[src/hdl/bsc_pkg.sv]
// Shared types and constants for the binary square cover check.
`timescale 1ns / 1ps

package bsc_pkg;

  localparam int MAX_WIDTH_DEF  = 1024;
  localparam int MAX_HEIGHT_DEF = 1024;

  // configuration port
  localparam int CFG_W     = 11;
  localparam int CFG_IDX_W = 1;
  localparam logic [CFG_IDX_W-1:0] REG_IMAGE_WIDTH  = 1'b0;
  localparam logic [CFG_IDX_W-1:0] REG_IMAGE_HEIGHT = 1'b1;
  localparam logic [CFG_W-1:0]     DIM_RESET        = 11'd1024;

  // result fields
  localparam int OP_RC_W = 10;
  localparam int COUNT_W = 20;
  localparam logic [COUNT_W-1:0] COUNT_MAX = 20'hFFFFF;

  // result queue
  localparam int RQ_DEPTH = 8;
  localparam int RQ_AW    = 3;
  localparam int RQ_CW    = 4;

  // one line buffer entry: pixel of the row and window closing at that column
  typedef struct packed {
    logic pix;
    logic win;
  } line_t;

  typedef struct packed {
    logic               is_verdict;
    logic [OP_RC_W-1:0] op_row;
    logic [OP_RC_W-1:0] op_col;
    logic               possible;
    logic [COUNT_W-1:0] op_count;
    logic               last;
  } res_t;

endpackage

[src/hdl/binary_square_cover_check.sv]
// Top level: streaming 2x2 all-ones window finder and opening check.
// Throughput: one pixel request per cycle; the final pixel of an image can give two results,
// which leave the result queue one per cycle while out_stall is low, so input stalls only
// when that queue backs up. Stage 2 writes each request's results into that queue.
// The line buffer memory (one read-modify-write per pixel) bounds the rate at one pixel a cycle.
// Reset (rst_n low, synchronous) clears counters, queue and image state and sets both
// dimensions to 1024; the line buffer keeps no reset and needs no clearing pass.
`timescale 1ns / 1ps

module binary_square_cover_check #(
  parameter int MAX_WIDTH  = bsc_pkg::MAX_WIDTH_DEF,
  parameter int MAX_HEIGHT = bsc_pkg::MAX_HEIGHT_DEF
) (
  input  logic                          clk,
  input  logic                          rst_n,
  // configuration
  input  logic                          cfg_we,
  input  logic [bsc_pkg::CFG_IDX_W-1:0] cfg_index,
  input  logic [bsc_pkg::CFG_W-1:0]     cfg_data,
  // pixel requests
  input  logic                          in_valid,
  output logic                          in_stall,
  input  logic                          in_pixel,
  // results
  output logic                          out_valid,
  input  logic                          out_stall,
  output logic                          out_is_verdict,
  output logic [bsc_pkg::OP_RC_W-1:0]   out_op_row,
  output logic [bsc_pkg::OP_RC_W-1:0]   out_op_col,
  output logic                          out_possible,
  output logic [bsc_pkg::COUNT_W-1:0]   out_op_count,
  output logic                          out_last
);
  import bsc_pkg::*;

  localparam int AW  = $clog2(MAX_WIDTH);
  localparam int RW  = $clog2(MAX_HEIGHT);
  // compare widths wide enough for the configured and the maximum dimension
  localparam int WDW = ($clog2(MAX_WIDTH + 1) > CFG_W) ? $clog2(MAX_WIDTH + 1) : CFG_W;
  localparam int HDW = ($clog2(MAX_HEIGHT + 1) > CFG_W) ? $clog2(MAX_HEIGHT + 1) : CFG_W;
  localparam logic [AW-1:0]  COL_LAST = AW'(MAX_WIDTH - 1);
  localparam logic [WDW-1:0] W_MAX    = WDW'(MAX_WIDTH);
  localparam logic [HDW-1:0] H_MAX    = HDW'(MAX_HEIGHT);

  // ---------------------------------------------------------------------------
  // Configuration registers
  // ---------------------------------------------------------------------------
  logic [CFG_W-1:0] width_r, height_r;

  always_ff @(posedge clk) begin
    if (!rst_n) begin
      width_r  <= DIM_RESET;
      height_r <= DIM_RESET;
    end else if (cfg_we) begin
      unique case (cfg_index)
        REG_IMAGE_WIDTH:  width_r  <= cfg_data;
        REG_IMAGE_HEIGHT: height_r <= cfg_data;
        default: ;
      endcase
    end
  end

  // Clamp: zero acts as one, anything past the maximum acts as the maximum.
  logic [WDW-1:0] w_ext, w_eff;
  logic [HDW-1:0] h_ext, h_eff;

  always_comb begin
    w_ext = WDW'(width_r);
    h_ext = HDW'(height_r);
    if (w_ext == '0)      w_eff = WDW'(1);
    else if (w_ext > W_MAX) w_eff = W_MAX;
    else                  w_eff = w_ext;
    if (h_ext == '0)      h_eff = HDW'(1);
    else if (h_ext > H_MAX) h_eff = H_MAX;
    else                  h_eff = h_ext;
  end

  // ---------------------------------------------------------------------------
  // Stage 1: accept, position counters, line buffer reads
  // ---------------------------------------------------------------------------
  logic          in_accept;
  logic [AW-1:0] col_r, col_nxt;
  logic [RW-1:0] row_r, row_nxt;
  logic          row_end, last_row;
  logic [AW-1:0] rd_addr_b;

  assign in_accept = in_valid && !in_stall;

  always_comb begin
    row_end   = (WDW'(col_r) + WDW'(1)) >= w_eff;
    last_row  = (HDW'(row_r) + HDW'(1)) >= h_eff;
    // next column's window mark; clamp at the buffer end (never valid there)
    rd_addr_b = (col_r == COL_LAST) ? col_r : col_r + AW'(1);
    col_nxt   = col_r;
    row_nxt   = row_r;
    if (row_end) begin
      col_nxt = '0;
      row_nxt = last_row ? '0 : row_r + RW'(1);
    end else begin
      col_nxt = col_r + AW'(1);
    end
  end

  always_ff @(posedge clk) begin
    if (!rst_n) begin
      col_r <= '0;
      row_r <= '0;
    end else if (in_accept) begin
      col_r <= col_nxt;
      row_r <= row_nxt;
    end
  end

  // Stage 2 request registers
  logic          s2_valid_r;
  logic          s2_pix_r, s2_row_end_r, s2_last_row_r;
  logic [AW-1:0] s2_col_r;
  logic [RW-1:0] s2_row_r;

  always_ff @(posedge clk) begin
    if (!rst_n) s2_valid_r <= 1'b0;
    else        s2_valid_r <= in_accept;
  end

  always_ff @(posedge clk) begin
    if (in_accept) begin
      s2_pix_r      <= in_pixel;
      s2_col_r      <= col_r;
      s2_row_r      <= row_r;
      s2_row_end_r  <= row_end;
      s2_last_row_r <= last_row;
    end
  end

  // ---------------------------------------------------------------------------
  // Line buffer: per column the pixel of the previous row and whether a
  // window closed there. One write, two registered reads per cycle.
  // ---------------------------------------------------------------------------
  line_t         line_mem [MAX_WIDTH];
  line_t         rda_r, rdb_r;
  line_t         wdat_r, wr_data;
  logic          fwd_a_r, fwd_b_r;

  always_ff @(posedge clk) begin
    if (in_accept) begin
      rda_r <= line_mem[col_r];
      rdb_r <= line_mem[rd_addr_b];
    end
  end

  always_ff @(posedge clk) begin
    if (s2_valid_r) line_mem[s2_col_r] <= wr_data;
  end

  // Forward a write that lands in the same cycle as the read of that entry.
  always_ff @(posedge clk) begin
    if (!rst_n) begin
      fwd_a_r <= 1'b0;
      fwd_b_r <= 1'b0;
    end else if (in_accept) begin
      fwd_a_r <= s2_valid_r && (s2_col_r == col_r);
      fwd_b_r <= s2_valid_r && (s2_col_r == rd_addr_b);
    end
  end

  always_ff @(posedge clk) begin
    if (s2_valid_r) wdat_r <= wr_data;
  end

  // ---------------------------------------------------------------------------
  // Stage 2: window detect, coverage checks, result push
  // ---------------------------------------------------------------------------
  logic [1:0]         lp_r, lp_nxt;      // bit 0: left pixel, bit 1: pixel above it
  logic               wpl_r, wpl_nxt;    // previous-row window at column c-1
  logic               wcl_r, wcl_nxt;    // current-row window at column c-1
  logic [AW-1:0]      prev_end_r;        // last column the previous row reached
  logic [COUNT_W-1:0] total_r, total_nxt, total_now;
  logic               allcov_r, allcov_nxt, allcov_now;

  line_t ent_a, ent_b;
  logic  r_ge1, c_ge1, up, upleft, left, win;
  logic  wp_c, wp_cp1, cov_prev_cm1, cov_prev_c, fail, verdict;

  always_comb begin
    ent_a   = fwd_a_r ? wdat_r : rda_r;
    ent_b   = fwd_b_r ? wdat_r : rdb_r;
    r_ge1   = s2_row_r != '0;
    c_ge1   = s2_col_r != '0;
    up      = r_ge1 & ent_a.pix;
    upleft  = lp_r[1];
    left    = lp_r[0];
    win     = r_ge1 & c_ge1 & s2_pix_r & up & upleft & left;
    // window marks of the previous row count only where that row reached
    wp_c    = ent_a.win & (s2_col_r <= prev_end_r);
    wp_cp1  = ent_b.win & ((AW'(1) + s2_col_r) <= prev_end_r) & (s2_col_r != COL_LAST);
    cov_prev_cm1 = wpl_r | wp_c | wcl_r | win;
    cov_prev_c   = wp_c | wp_cp1 | win;
    // drop coverage on any one-pixel no later window can reach
    fail = (r_ge1 & c_ge1 & upleft & ~cov_prev_cm1)
         | (r_ge1 & s2_row_end_r & up & ~cov_prev_c)
         | (s2_last_row_r & c_ge1 & left & ~(wcl_r | win))
         | (s2_last_row_r & s2_row_end_r & s2_pix_r & ~win);
    allcov_now = allcov_r & ~fail;
    total_now  = (win && (total_r != COUNT_MAX)) ? total_r + COUNT_W'(1) : total_r;
    verdict    = s2_row_end_r & s2_last_row_r;

    wr_data.pix = s2_pix_r;
    wr_data.win = win;

    lp_nxt     = s2_row_end_r ? 2'b00 : {up, s2_pix_r};
    wpl_nxt    = wp_c;
    wcl_nxt    = win;
    total_nxt  = verdict ? '0 : total_now;
    allcov_nxt = verdict ? 1'b1 : allcov_now;
  end

  always_ff @(posedge clk) begin
    if (!rst_n) begin
      lp_r       <= '0;
      wpl_r      <= 1'b0;
      wcl_r      <= 1'b0;
      prev_end_r <= '0;
      total_r    <= '0;
      allcov_r   <= 1'b1;
    end else if (s2_valid_r) begin
      lp_r     <= lp_nxt;
      wpl_r    <= wpl_nxt;
      wcl_r    <= wcl_nxt;
      total_r  <= total_nxt;
      allcov_r <= allcov_nxt;
      if (s2_row_end_r) prev_end_r <= s2_col_r;
    end
  end

  // ---------------------------------------------------------------------------
  // Result queue: absorbs the window plus verdict pair at image end
  // ---------------------------------------------------------------------------
  res_t             rq [RQ_DEPTH];
  logic [RQ_AW-1:0] wr_ptr_r, rd_ptr_r;
  logic [RQ_CW-1:0] cnt_r;
  res_t             win_ent, ver_ent, first_ent;
  logic [1:0]       push_n;
  logic             pop;

  always_comb begin
    win_ent.is_verdict = 1'b0;
    win_ent.op_row     = OP_RC_W'(s2_row_r);
    win_ent.op_col     = OP_RC_W'(s2_col_r);
    win_ent.possible   = 1'b0;
    win_ent.op_count   = '0;
    win_ent.last       = ~verdict;

    ver_ent.is_verdict = 1'b1;
    ver_ent.op_row     = '0;
    ver_ent.op_col     = '0;
    ver_ent.possible   = allcov_now;
    ver_ent.op_count   = total_now;
    ver_ent.last       = 1'b1;

    first_ent = win ? win_ent : ver_ent;
    push_n    = s2_valid_r ? {1'b0, win} + {1'b0, verdict} : 2'd0;
  end

  assign pop = out_valid && !out_stall;

  always_ff @(posedge clk) begin
    if (push_n != 2'd0) rq[wr_ptr_r] <= first_ent;
    if (push_n == 2'd2) rq[wr_ptr_r + RQ_AW'(1)] <= ver_ent;
  end

  always_ff @(posedge clk) begin
    if (!rst_n) begin
      wr_ptr_r <= '0;
      rd_ptr_r <= '0;
      cnt_r    <= '0;
    end else begin
      wr_ptr_r <= wr_ptr_r + RQ_AW'(push_n);
      if (pop) rd_ptr_r <= rd_ptr_r + RQ_AW'(1);
      cnt_r <= cnt_r + RQ_CW'(push_n) - RQ_CW'(pop);
    end
  end

  // Hold requests unless the queue can take two results from the stage 2
  // request and two from the one entering now.
  assign in_stall = (RQ_CW'(cnt_r) + (s2_valid_r ? RQ_CW'(4) : RQ_CW'(2)))
                    > RQ_CW'(RQ_DEPTH);

  assign out_valid      = cnt_r != '0;
  assign out_is_verdict = rq[rd_ptr_r].is_verdict;
  assign out_op_row     = rq[rd_ptr_r].op_row;
  assign out_op_col     = rq[rd_ptr_r].op_col;
  assign out_possible   = rq[rd_ptr_r].possible;
  assign out_op_count   = rq[rd_ptr_r].op_count;
  assign out_last       = rq[rd_ptr_r].last;

endmodule

[config.mk]
export PLATFORM = sky130hd
export DESIGN_NAME = binary_square_cover_check
export DESIGN_NICKNAME = d
export VERILOG_FILES = /design/src/hdl/bsc_pkg.sv /design/src/hdl/binary_square_cover_check.sv
export SDC_FILE = /design/constraint.sdc
export NUM_CORES = 2
export LEC_CHECK = 0
export ABC_AREA = 1
export BUFFER_PORTS_ARGS = -buffer_cell sky130_fd_sc_hd__buf_2
export CAP_MARGIN = 20
export CORE_MARGIN = 2
export CORE_UTILIZATION = 45
export CTS_BUF_LIST = sky130_fd_sc_hd__clkbuf_4
export DETAILED_ROUTE_END_ITERATION = 7
export GPL_TIMING_DRIVEN = 1
export PLACE_DENSITY = 0.64
export SLEW_MARGIN = 15
export SYNTH_ARGS = -nofsm -noshare
export SYNTH_HDL_FRONTEND = slang
export SYNTH_SLANG_ARGS = --single-unit
[constraint.sdc]
create_clock -name clk -period 37.1 [get_ports clk]
set_clock_uncertainty 0.2 [all_clocks]
set_input_delay 1.855 -clock clk [delete_from_list [all_inputs] [get_ports clk]]
set_output_delay 1.855 -clock clk [all_outputs]
set_load 0.1 [all_outputs]
==> flow_summary.yaml <==
layout:
  num-nets-final: 12463
  fin_util: 0.4963
  fill_cells: 24129
  syn_to_final_growth_pct: 9.602
  drive_gt1_frac: 0.1081
critical_path:
  path_cells: "buf_4 > inv_8 > buf_4 > nand3_4 > nand2_8 > buf_4 > buf_4 > nand2_1 > nand3_1 > nand3_1 > nand3_1 > nand3_1 > nand3_1 > nand3_1 > nand3_1 > nand2_1 > nand2_1 > nand2_1 > nand2_1 > nand2_1"
  crit_slowest_cell: "buf_4"
  crit_buf_inv: 5
  crit_type: "register to register"
  cp_max_fo: 88
  cp_data_required_time_ns: 38.09
  cp_top_family: "buffers and inverters"
  startpoint_type: "register"
  crit_path_frequent_cell: "nand3_1"
  end_kind: "register"
  slowest_delay_ns: 0.84
  cp_data_arrival_time_ns: 8.07
drt:
  drtIter0Drc: 14663
  wl_um: 423500
  viasPerCell: 6.165
  routedWlPerCell_um: 25.85
  vias: 100989
  post-route-drc-count: 10
  ant_nets: 0
  drt_first_pass_iters: 8
logic_synthesis:
  synth_most_common_cell: "edfxtp_1"
  syn_nets: 12554
  synth_cells: 12473
  postSynth.asyncResetShare: 0
  synth_top_area_share: 0.5669
  synthesis.area_mm2: 0.1189
  synth.top_cells.by_area: "edfxtp_1, nor2_1, nand3_1"
  synth_flop_cell: "edfxtp_1"
  avgSynthCellArea_um2: 9.530
  yosys.area.top_type: "edfxtp_1"
  synth_cell_types: 51
  yosys_warnings: 0
  ys_seq_elements: 2513
  ys_seq_area_frac: 0.6122
  synthTopCellsByCount: "edfxtp_1, nor2_1, nand2_1"
  synth_edf_count: 2244
pwr:
  pwr-share-seq: 0.401
  comb_power_share: 0.296
  leakagePower_nw: 46.87
  swShare: 0.3780
  p_clk_frac: 0.304
  total_power_w: 0.008014
  p_per_area_mw_per_mm2: 61.51
  ir_drop_v: 0.00007560
  switchingPower_w: 0.003029
  p_int_w: 0.004984
clocking:
  cts_tree: "yes"
  root_buffer: "clkbuf_4"
  ctsLongestPathBuffers: 4
  post_cts_buffers: 0
  cts_resized: 0
  clkSinkCount: 2513
  clk_latency_ns: 1.41
  hold_buffers: 0
  cts_buffers: 658
  cts.clk_slew.worst_paths_ns: 0.06
  htreeDepth: 6
floorplan:
  boundaryPins: 63
  fp-row-count: 188
  die-area_mm2: 0.2683
  die_h_um: 518.0
  core-area_mm2: 0.2625
  start_util: 0.4528
  die_width_um: 518.0
place:
  dp_hpwl_um: 225100
  portBuffers: 62
  gp_congestion: 0.9222
global_routing:
  grt_util_all_layers: 0.3042
  grt_pass1_vias: 97239
  grt_overflow: 0
  antenna_found_initial: 20
  grt_pass1_wl_um: 618700
  grt_max_degree: 218
outcome:
  status: "finished, violations left"
  violations: "design-rule violations"
timing:
  worst_pin_slew_ns: 1.264
  finalMaxSlewViolations: 0
  slew_headroom: 0.1576
  setup_tns_ns: 0
  finalHoldViolations: 0
  post-route-min-period_ns: 7.080
  max_freq_mhz: 141.3
  fin_crit_sh: 0.1908
  rsz0062_at_grt: "false"
  setup_viol: 0
run:
  drv_cap: 0
worst_hold_path:
  min_path_type: "register to register"
[area by class of cell]
class                           count  area (um2)  share of cell area
Antenna cell                       14       35.03           0.0002689
Clock buffer                      952        7147             0.05486
Clock inverter                    179        1066            0.008183
Inverter                         1079        4095             0.03143
Multi-Input combinational cell   7858       38400              0.2948
Sequential cell                  2513       72800              0.5588
Tap cell                         3515        4398             0.03376
Timing Repair Buffer              272        2340             0.01796
[metal layers]
layer | vias up | global-route usage | part of all wire
met5 | - | 0 | 0.00025
met4 | 16 | 0.1702 | 0.060
met3 | 1438 | 0.07856 | 0.14
met2 | 7373 | 0.4658 | 0.44
met1 | 48269 | 0.3933 | 0.37
li1 | 43893 | - | -
[power by group through the flow]
stage / combinational, W / clock, W / sequential, W
2_1_floorplan: 0.00157 / 0 / 0.00335
3_3_place_gp: 0.00226 / 0 / 0.00327
3_5_place_dp: 0.00229 / 0 / 0.00327
4_1_cts: 0.00229 / 0.00246 / 0.00321
5_1_grt: 0.00252 / 0.00259 / 0.00321
6_report: 0.00237 / 0.00244 / 0.00321
[sequential cells by signal (all words and copies together) (netlist names), 11 cells and up, named ones only]
register  cells
h_ext        11
line_mem   2048
rq          344
total_r      20
w_ext        11
[stage by stage]
step	hold WS [ns]	worst slack, ns	instance area [um2]	cells
6_report	0.2519	30.02	130300	16382
5_1_grt	0.2695	29.78	130200	16369
4_1_cts	0.2507	30.15	130200	16365
3_5_place_dp	0.2356	30.21	122000	15234
3_3_place_gp	0.2315	30.19	121700	15222
2_1_floorplan	0.2029	4.559	118900	12473
[kinds of logic after synthesis]
| group | count (synthesis) | share of synthesized area |
|---|---|---|
| muxes | 2 | 0.0001895 |
| AOI/OAI and AO/OA | 2850 | 0.1371 |
| DFF | 2513 | 0.6122 |
| xor gates and xnor gates | 43 | 0.003168 |
| adders and majority gates | 63 | 0.006821 |
| buffers and inverters | 2102 | 0.06895 |
| and+or+nand+nor | 4900 | 0.1716 |
[worst min-delay path, delay by kind of cell, from the launching register on]
kind | cells | cell delay [ns]
and+or+nand+nor | 1 | 0.05
AOI/OAI and AO/OA | 1 | 0.05
DFF | 1 | 0.32
[layout by cell type, fill, tap and decap left out, types with 12 or more instances in the layout]
| cell type | instances |
|---|---|
| edfxtp_1 | 2244 |
| buf_2 | 62 |
| a2bb2oi_1 | 12 |
| clkinv_2 | 25 |
| nand3_4 | 27 |
| nand4_1 | 15 |
| inv_2 | 28 |
| a211oi_1 | 33 |
| buf_12 | 21 |
| o221ai_1 | 225 |
| nand3b_1 | 25 |
| nor3_1 | 40 |
| o211ai_1 | 193 |
| dfxtp_1 | 260 |
| bufinv_16 | 12 |
| a31oi_1 | 50 |
| inv_1 | 1046 |
| buf_4 | 175 |
| a21oi_1 | 685 |
| clkinv_1 | 128 |
| nand2_1 | 1583 |
| xor2_1 | 38 |
| o21ai_0 | 1284 |
| diode_2 | 14 |
| nor2_1 | 1819 |
| o22ai_1 | 335 |
| nand3_1 | 1338 |
| ha_1 | 60 |
| clkbuf_4 | 952 |
[worst paths after layout]
path	from	slack (ns)	cells past startpoint	to
min	rq[0][32]	0.25	2	rq[0][32]
max reg2reg	col_r[0]	30.02	20	rdb_r[0]
min reg2reg	rq[0][32]	0.25	2	rq[0][32]
max	col_r[0]	30.02	20	rdb_r[0]
No activity file was read; power rests on OpenSTA's default activity.
